===== config.mk =====
export PLATFORM = sky130hd
export DESIGN_NAME = rtcp_feedback_parser
export DESIGN_NICKNAME = d
export VERILOG_FILES = /design/src/rtl/rfp_pkg.sv /design/src/rtl/rfp_front.sv /design/src/rtl/rfp_queue.sv /design/src/rtl/rfp_back.sv /design/src/rtl/rtcp_feedback_parser.sv
export SDC_FILE = /design/constraint.sdc
export NUM_CORES = 1
export LEC_CHECK = 0
export BUFFER_PORTS_ARGS = -buffer_cell sky130_fd_sc_hd__buf_2
export CORE_MARGIN = 2
export CORE_UTILIZATION = 59
export CTS_CLUSTER_DIAMETER = 100
export CTS_CLUSTER_SIZE = 28
export DETAILED_ROUTE_END_ITERATION = 10
export PLACE_DENSITY = 0.8
export SKIP_CTS_REPAIR_TIMING = 1
export SLEW_MARGIN = 20
export SYNTH_ARGS = -nofsm -noshare
export SYNTH_HDL_FRONTEND = slang
export SYNTH_SLANG_ARGS = --single-unit
export TNS_END_PERCENT = 10

===== constraint.sdc =====
create_clock -name clk -period 10.3 [get_ports clk]
set_clock_uncertainty 0.05 [all_clocks]
set_input_delay 1.03 -clock clk [delete_from_list [all_inputs] [get_ports clk]]
set_output_delay 1.03 -clock clk [all_outputs]
set_load 0.01 [all_outputs]

===== src/rtl/rfp_pkg.sv =====
`timescale 1ns / 1ps
package rfp_pkg;

	localparam logic [7:0]  TYPE_NACK     = 8'd205;
	localparam logic [7:0]  TYPE_PLI      = 8'd206;
	localparam logic [4:0]  FMT_GENERIC   = 5'd1;
	localparam logic [1:0]  RTCP_VERSION  = 2'd2;
	localparam logic [15:0] NACK_MIN_SIZE = 16'd16;
	localparam logic [15:0] PLI_MIN_SIZE  = 16'd12;

	localparam int QUEUE_DEPTH = 4;
	localparam int QPTR_W      = $clog2(QUEUE_DEPTH);
	localparam int QCNT_W      = $clog2(QUEUE_DEPTH + 1);

	typedef enum logic [1:0] {
		EV_NACK   = 2'd0,
		EV_PLI    = 2'd1,
		EV_STATUS = 2'd2
	} event_kind_t;

	typedef struct packed {
		event_kind_t kind;
		logic [31:0] ssrc;
		logic [15:0] packet_id;
		logic [15:0] mask;
		logic        ok;
		logic        last;
	} result_t;

	typedef struct packed {
		logic    v0;
		logic    v1;
		result_t e0;
		result_t e1;
	} push_t;

	typedef struct packed {
		logic    valid;
		result_t data;
	} head_t;

endpackage


===== src/rtl/rfp_front.sv =====
`timescale 1ns / 1ps
module rfp_front
	import rfp_pkg::*;
(
	input  logic        clk,
	input  logic        arst_n,
	input  logic        accept,
	input  logic [7:0]  data_byte,
	input  logic [15:0] datagram_length,
	input  logic        end_of_datagram,
	output push_t       push
);

	logic [15:0] offset_q, expected_q, size_q;
	logic [16:0] start_q;
	logic [4:0]  fmt_q;
	logic [7:0]  type_q;
	logic [31:0] ssrc_q, entry_q;
	logic        failed_q, trailing_q;

	logic [15:0] offset_n, expected_n, size_n, be_eff, rel, words;
	logic [16:0] start_n, received;
	logic [18:0] size_calc;
	logic [4:0]  fmt_n;
	logic [7:0]  type_n;
	logic [31:0] ssrc_n, entry_n;
	logic        failed_n, trailing_n;
	logic        ev_pli, ev_nack, status_ok;
	result_t     ev_res, st_res;

	always_comb begin
		be_eff     = (offset_q == 16'd0) ? datagram_length : expected_q;
		failed_n   = failed_q | (offset_q >= be_eff);
		trailing_n = trailing_q;
		start_n    = start_q;
		size_n     = size_q;
		fmt_n      = fmt_q;
		type_n     = type_q;
		ssrc_n     = ssrc_q;
		entry_n    = entry_q;
		ev_pli     = 1'b0;
		ev_nack    = 1'b0;
		rel        = 16'(17'(offset_q) - start_q);
		words      = {entry_q[7:0], data_byte};
		size_calc  = (19'(words) + 19'd1) << 2;

		if (!failed_n && !trailing_q) begin
			case (rel)
				16'd0: begin
					if (18'(start_q) + 18'd4 > 18'(be_eff))
						trailing_n = 1'b1;
					else if (data_byte[7:6] != RTCP_VERSION)
						failed_n = 1'b1;
					else
						fmt_n = data_byte[4:0];
				end
				16'd1: type_n = data_byte;
				16'd2: entry_n = {24'd0, data_byte};
				16'd3: begin
					if (20'(start_q) + 20'(size_calc) > 20'(be_eff))
						failed_n = 1'b1;
					else
						size_n = size_calc[15:0];
				end
				default: begin
					if (rel >= 16'd8 && rel <= 16'd11)
						ssrc_n = {ssrc_q[23:0], data_byte};
					ev_pli = (rel == 16'd11) && (type_q == TYPE_PLI) &&
						(fmt_q == FMT_GENERIC) && (size_q >= PLI_MIN_SIZE);
					if (rel >= 16'd12 && type_q == TYPE_NACK && fmt_q == FMT_GENERIC &&
						size_q >= NACK_MIN_SIZE) begin
						entry_n = {entry_q[23:0], data_byte};
						ev_nack = (rel[1:0] == 2'd3);
					end
				end
			endcase
			// close the packet on its last byte
			if (!failed_n && !trailing_n && rel >= 16'd3 &&
				17'(rel) + 17'd1 == 17'(size_n))
				start_n = 17'(offset_q) + 17'd1;
		end

		received  = 17'(offset_q) + 17'd1;
		status_ok = !failed_n && !trailing_n && (received == 17'(be_eff)) &&
			(start_n == received);

		ev_res.kind      = ev_pli ? EV_PLI : EV_NACK;
		ev_res.ssrc      = ssrc_n;
		ev_res.packet_id = ev_pli ? 16'd0 : entry_n[31:16];
		ev_res.mask      = ev_pli ? 16'd0 : entry_n[15:0];
		ev_res.ok        = 1'b0;
		ev_res.last      = !end_of_datagram;

		st_res.kind      = EV_STATUS;
		st_res.ssrc      = 32'd0;
		st_res.packet_id = 16'd0;
		st_res.mask      = 16'd0;
		st_res.ok        = status_ok;
		st_res.last      = 1'b1;

		push.v0 = accept && (ev_pli || ev_nack || end_of_datagram);
		push.v1 = accept && (ev_pli || ev_nack) && end_of_datagram;
		push.e0 = (ev_pli || ev_nack) ? ev_res : st_res;
		push.e1 = st_res;

		if (end_of_datagram) begin
			offset_n   = 16'd0;
			expected_n = 16'd0;
		end else begin
			offset_n   = (offset_q != 16'hFFFF) ? offset_q + 16'd1 : offset_q;
			expected_n = be_eff;
		end
	end

	always_ff @(posedge clk or negedge arst_n) begin
		if (!arst_n) begin
			offset_q   <= '0;
			expected_q <= '0;
			start_q    <= '0;
			size_q     <= '0;
			fmt_q      <= '0;
			type_q     <= '0;
			ssrc_q     <= '0;
			entry_q    <= '0;
			failed_q   <= 1'b0;
			trailing_q <= 1'b0;
		end else if (accept) begin
			offset_q   <= offset_n;
			expected_q <= expected_n;
			if (end_of_datagram) begin
				start_q    <= '0;
				size_q     <= '0;
				fmt_q      <= '0;
				type_q     <= '0;
				ssrc_q     <= '0;
				entry_q    <= '0;
				failed_q   <= 1'b0;
				trailing_q <= 1'b0;
			end else begin
				start_q    <= start_n;
				size_q     <= size_n;
				fmt_q      <= fmt_n;
				type_q     <= type_n;
				ssrc_q     <= ssrc_n;
				entry_q    <= entry_n;
				failed_q   <= failed_n;
				trailing_q <= trailing_n;
			end
		end
	end

endmodule


===== src/rtl/rfp_queue.sv =====
`timescale 1ns / 1ps
module rfp_queue
	import rfp_pkg::*;
(
	input  logic  clk,
	input  logic  arst_n,
	input  push_t push,
	input  logic  pop,
	output head_t head,
	output logic  full
);

	result_t           mem_q [QUEUE_DEPTH];
	logic [QPTR_W-1:0] wr_q, rd_q;
	logic [QCNT_W-1:0] count_q;
	logic [QCNT_W-1:0] n_push;
	logic              do_pop;

	assign n_push    = QCNT_W'(push.v0) + QCNT_W'(push.v1);
	assign do_pop    = pop && (count_q != '0);
	assign head.valid = (count_q != '0);
	assign head.data  = mem_q[rd_q];
	// hold off input unless two words fit
	assign full = (count_q > QCNT_W'(QUEUE_DEPTH - 2));

	always_ff @(posedge clk) begin
		if (push.v0)
			mem_q[wr_q] <= push.e0;
		if (push.v1)
			mem_q[QPTR_W'(wr_q + QPTR_W'(1))] <= push.e1;
	end

	always_ff @(posedge clk or negedge arst_n) begin
		if (!arst_n) begin
			wr_q    <= '0;
			rd_q    <= '0;
			count_q <= '0;
		end else begin
			wr_q    <= QPTR_W'(wr_q + QPTR_W'(n_push));
			rd_q    <= do_pop ? QPTR_W'(rd_q + QPTR_W'(1)) : rd_q;
			count_q <= count_q + n_push - QCNT_W'(do_pop);
		end
	end

endmodule


===== src/rtl/rfp_back.sv =====
`timescale 1ns / 1ps
module rfp_back
	import rfp_pkg::*;
(
	input  logic    clk,
	input  logic    arst_n,
	input  head_t   head,
	output logic    pop,
	input  logic    out_stall,
	output logic    out_valid,
	output result_t out_word
);

	logic    valid_q;
	result_t word_q;

	assign pop       = head.valid && (!valid_q || !out_stall);
	assign out_valid = valid_q;
	assign out_word  = word_q;

	always_ff @(posedge clk or negedge arst_n) begin
		if (!arst_n)
			valid_q <= 1'b0;
		else if (!valid_q || !out_stall)
			valid_q <= head.valid;
	end

	always_ff @(posedge clk) begin
		if (pop)
			word_q <= head.data;
	end

endmodule


===== src/rtl/rtcp_feedback_parser.sv =====
`timescale 1ns / 1ps
// A result word enters the result queue as its byte is accepted, then the output register.
// Throughput: one byte per cycle unless in_stall; the output drains one word per cycle unless
// out_stall, so a final byte that also closes a NACK entry or PLI yields two output words.
// in_stall rises while the four-word result queue holds more than two words.
// Reset (arst_n low, asynchronous): parser state, queue and output valid clear at once.
module rtcp_feedback_parser
	import rfp_pkg::*;
(
	input  logic        clk,
	input  logic        arst_n,
	input  logic        in_valid,
	output logic        in_stall,
	input  logic [7:0]  data_byte,
	input  logic [15:0] datagram_length,
	input  logic        end_of_datagram,
	output logic        out_valid,
	input  logic        out_stall,
	output logic [1:0]  event_kind,
	output logic [31:0] media_ssrc,
	output logic [15:0] lost_packet_id,
	output logic [15:0] lost_mask,
	output logic        datagram_ok,
	output logic        last_result
);

	// front: byte parser, emits up to two words per accepted byte
	// queue: decouples the parser from the output register
	// back:  output register, drained by the downstream stall
	push_t   push;
	head_t   head;
	logic    pop, full, accept;
	result_t out_word;

	assign in_stall = full;
	assign accept   = in_valid && !full;

	rfp_front u_front (
		.clk             (clk),
		.arst_n          (arst_n),
		.accept          (accept),
		.data_byte       (data_byte),
		.datagram_length (datagram_length),
		.end_of_datagram (end_of_datagram),
		.push            (push)
	);

	rfp_queue u_queue (
		.clk    (clk),
		.arst_n (arst_n),
		.push   (push),
		.pop    (pop),
		.head   (head),
		.full   (full)
	);

	rfp_back u_back (
		.clk       (clk),
		.arst_n    (arst_n),
		.head      (head),
		.pop       (pop),
		.out_stall (out_stall),
		.out_valid (out_valid),
		.out_word  (out_word)
	);

	// unpack the output word onto the result ports
	assign event_kind     = out_word.kind;
	assign media_ssrc     = out_word.ssrc;
	assign lost_packet_id = out_word.packet_id;
	assign lost_mask      = out_word.mask;
	assign datagram_ok    = out_word.ok;
	assign last_result    = out_word.last;

endmodule


==> metrics.md <==
| Metric | Value |
|---|---|
| Cells after Synth | 2,542 |
| CP delay by family, top | simple AND/OR/NAND/NOR gates |
| Hold Crit Depth | 2 |
| Final Max Slew Viols | 0 |
| Post-synthesis adder-cell area fraction | 4.761% |
| Synth warn | 0 |
| Die width | 211.6 um |
| Max_slew headroom | 30.74% |
| Die footprint | 0.04479 mm^2 |
| Critical Path Sink Type | flip-flop |
| Number of global-route vias before repair | 20,092 |
| Die Height | 211.6 um |
| Largest net degree at the start of global routing | 102 |
| Run status | finished, final reports clean |
| Core area | 0.04279 mm^2 |
| EDFF count, synth | 72 |
| Clock Tree Buf Depth | 3 |
| RSZ-0062 raised after global routing | no |
| Antenna violations before repair | 3 |
| H-tree depth | 1 |
| Diode count | 0 |
| Pleak | 11.97 nW |
| Post-synth top flop | dfxtp_1 |
| Setup WS post-layout | 2.781 ns |
| DR vias/cell | 6.617 |
| Worst Hold Class | flip-flop to flip-flop |
| Port Buffers | 98 |
| Remaining Overflow, GRT | 0 |
| Fin nets | 2,644 |
| Synth cell types | 101 |
| Total CTS buffers | 21 |
| Crit path buffers/inverters | 2 |
| Yosys reg bits | 492 |
| Period Utilization, post-route | 73.00% |
| First-pass GRT wire length | 112,000 um |
| Arrival time worst endpoint | 7.88 ns |
| Synth Area in Compound Gates | 14.54% |
| Stages on worst setup path | 27 |
| Post-synthesis xor/xnor area fraction | 4.383% |
| Post-synthesis mux area share | 12.18% |
| Clock transition at path regs | 0.11 ns |
| Post-DR wirelength/cell | 23.29 um |
| Asr flop ratio synth | 30.89% |
| Startpoint types | input pin |
| Critical path class | input pin to flip-flop |
| Dpl hpwl | 48,700 um |
| Overall global routing resource usage | 31.84% |
| Critical Path Fanout Max | 11 |
| Top sig layer | met5 |
| Pwr dens | 215.8 mW/mm^2 |
| Clock sinks | 492 |
| Row count | 76 |
| Minimum clock period after layout | 7.519 ns |
| Final setup fails | 0 |
| Worst R2R Path Depth | 20 |
| Core Util, Final | 62.77% |
| Final hold vios | 0 |
| M1 WL | 29,980 um |
| Routed WL | 71,770 um |
| Fmax | 0.1330 GHz |
| Syn nets | 2,666 |
| Initial core utilization | 59.44% |
| Max cap viols | 0 |
| CTS tree | built |
| DRC errors left | 0 |
| Register area share after synthesis | 44.55% |
| Worst R2R Setup Slack | 2.91 ns |
| Share of layout cells above drive strength 1 | 11.64% |
| Pre-CTS WS | 2.268 ns |
| Post-route ant nets | 0 |
| Worst slew pin tran | 1.039 ns |
| First-pass DRT Iterations | 6 |
| Via total after detailed routing | 20,387 |
| CTS root buf | clkbuf_16 |
| Routed wire length on met3 | 5448 um |
| DR WL met2 | 33,840 um |
| # IOs | 99 |
| GP Congestion | 0.9819 |
| Slowest CP cell | or4_1 |
| DP Area | 0.02624 mm^2 |
| Critical Path RT | 10.66 ns |
| Synth-to-Final Area Change | 5.598% |
| Largest stage delay on the critical path | 0.70 ns |
| Post-Syn Area per Cell | 10.01 um^2 |
| Simple-Gate Fraction of Synth Area | 15.95% |
| Clock insertion delay at the later pin of the skew report | 0.58 ns |
| Setup TNS | 0 ns |
| Synth Cell Area | 0.02544 mm^2 |
| Post-layout instance area | 0.02686 mm^2 |
| Detailed router's first-iteration violation count | 2,338 |
| VDD IR-drop max | 128.4 uV |
| Combinational family with the most area after synthesis | simple AND/OR/NAND/NOR gates |
==> synth_stat cells, types with 5 or more instances <==
library cell,number,area share [%]
nor2_1,338,5.0
dfxtp_1,268,21
nand2_1,258,3.8
dfrtp_1,152,15
mux2i_1,143,5.6
a22oi_1,130,3.8
clkbuf_1,129,1.9
ha_1,92,4.5
a21oi_1,86,1.7
xnor2_1,82,2.8
a22o_1,76,2.6
edfxtp_1,72,8.5
mux4_2,68,6.0
o21ai_0,66,1.3
nand3_1,57,1.1
inv_1,53,0.78
nor3_1,43,0.85
xor2_1,35,1.2
nand4_1,31,0.76
a21o_1,21,0.62
buf_1,21,0.31
or3_1,16,0.39
and2_1,15,0.37
nor2b_1,15,0.37
buf_2,14,0.28
o21a_1,14,0.41
nor4_1,13,0.32
o211ai_1,13,0.38
and3_1,12,0.30
mux2_2,12,0.53
nand2b_1,12,0.30
and4_1,11,0.38
buf_4,10,0.30
a211oi_1,9,0.27
a31oi_1,9,0.22
o311ai_1,9,0.31
or4_1,8,0.24
a211o_1,7,0.24
o31ai_1,7,0.21
o21ai_1,6,0.12
a21boi_0,5,0.15
o311ai_0,5,0.17
==> sequential cells by signal, indices dropped and copies added, names as in the netlist <==
register	count
u_front.failed_q	1
u_front.start_q	17
u_queue.mem_q	272
u_front.offset_q	16
u_front.type_q	8
u_front.trailing_q	1
u_back.out_word	68
u_front.fmt_q	5
u_back.out_valid	1
u_queue.rd_q	2
u_front.expected_q	16
u_queue.wr_q	2
u_front.ssrc_q	32
u_front.size_q	16
u_front.entry_q	32
u_queue.count_q	3
==> through the flow <==
step / hold slack [ns] / power, mW / std cells
2_1_floorplan: 0.3787 / 4.078 / 2542
3_3_place_gp: 0.3860 / 4.710 / 3042
3_5_place_dp: 0.3955 / 4.775 / 3042
4_1_cts: 0.4090 / 5.755 / 3080
5_1_grt: 0.4314 / 6.092 / 3081
6_report: 0.4077 / 5.797 / 3081
==> worst paths after layout <==
check	from	to
max in group asynchronous	arst_n	u_front.offset_q[3]$_DFFE_PN0P_
worst min register to register	u_queue.mem_q[3][56]$_SDFFE_PP0P_	u_queue.mem_q[3][56]$_SDFFE_PP0P_
worst min-delay path	u_queue.mem_q[3][56]$_SDFFE_PP0P_	u_queue.mem_q[3][56]$_SDFFE_PP0P_
worst max-delay path	data_byte[0]	u_queue.mem_q[0][1]$_DFFE_PP_
worst max register to register	u_front.offset_q[0]$_DFFE_PN0P_	u_queue.mem_q[0][26]$_SDFFE_PP0P_
min in group asynchronous	arst_n	u_front.type_q[0]$_DFFE_PN0P_
==> per-layer routing <==
layer | global-route usage, % | vias to the layer above
met5 | 0 | -
met4 | 11.87 | 6
met3 | 4.272 | 177
met2 | 51.79 | 961
met1 | 43.64 | 10120
li1 | - | 9123
==> tightest hold or removal path: cells and delay by family, from the launching register on <==
family	cells	cell delay, ns
DFF	1	0.32
AOI/OAI and AO/OA	1	0.05
and+or+nand+nor	1	0.05
==> cell families (layout without fill, tap and decap cells) <==
group,after synthesis,in the layout
AOI/OAI and AO/OA,511,511
xor gates and xnor gates,121,121
adders and majority gates,95,95
buffers and inverters,230,223
DFF,492,492
muxes,223,223
and+or+nand+nor,870,870
==> cell type report <==
type / instances / area (um^2)
Inverter: 54 / 202.7
Timing Repair Buffer: 131 / 748.2
Fill cell: 3447 / 15930
Sequential cell: 492 / 11340
Clock inverter: 3 / 25.02
Multi-Input combinational cell: 1820 / 13290
Tap cell: 546 / 683.2
Clock buffer: 35 / 578.1
==> report_power, final <==
part           switching [mW]  internal [mW]  total [mW]  leakage (nW)
logic                    1.48          0.954        2.43          6.76
clock network           0.614          0.396        1.01         0.290
registers               0.207           2.15        2.35          4.92
total                    2.30           3.50        5.80          12.0
==> cells in the final DEF, fill, tap and decap left out, types with 16 or more instances in the layout <==
| cell | count |
|---|---|
| xor2_1 | 35 |
| nor3_1 | 39 |
| dfrtp_1 | 150 |
| a21oi_1 | 85 |
| a22o_1 | 76 |
| a21o_1 | 21 |
| nand4_1 | 31 |
| buf_4 | 32 |
| dfxtp_1 | 268 |
| ha_1 | 92 |
| xnor2_1 | 82 |
| or3_1 | 16 |
| nand2_1 | 256 |
| inv_1 | 53 |
| buf_2 | 97 |
| nor2_1 | 333 |
| clkbuf_16 | 21 |
| nand3_1 | 57 |
| a22oi_1 | 130 |
| mux2i_1 | 143 |
| mux4_2 | 68 |
| o21ai_0 | 65 |
| edfxtp_1 | 72 |
No activity file was read; power rests on OpenSTA's default activity.
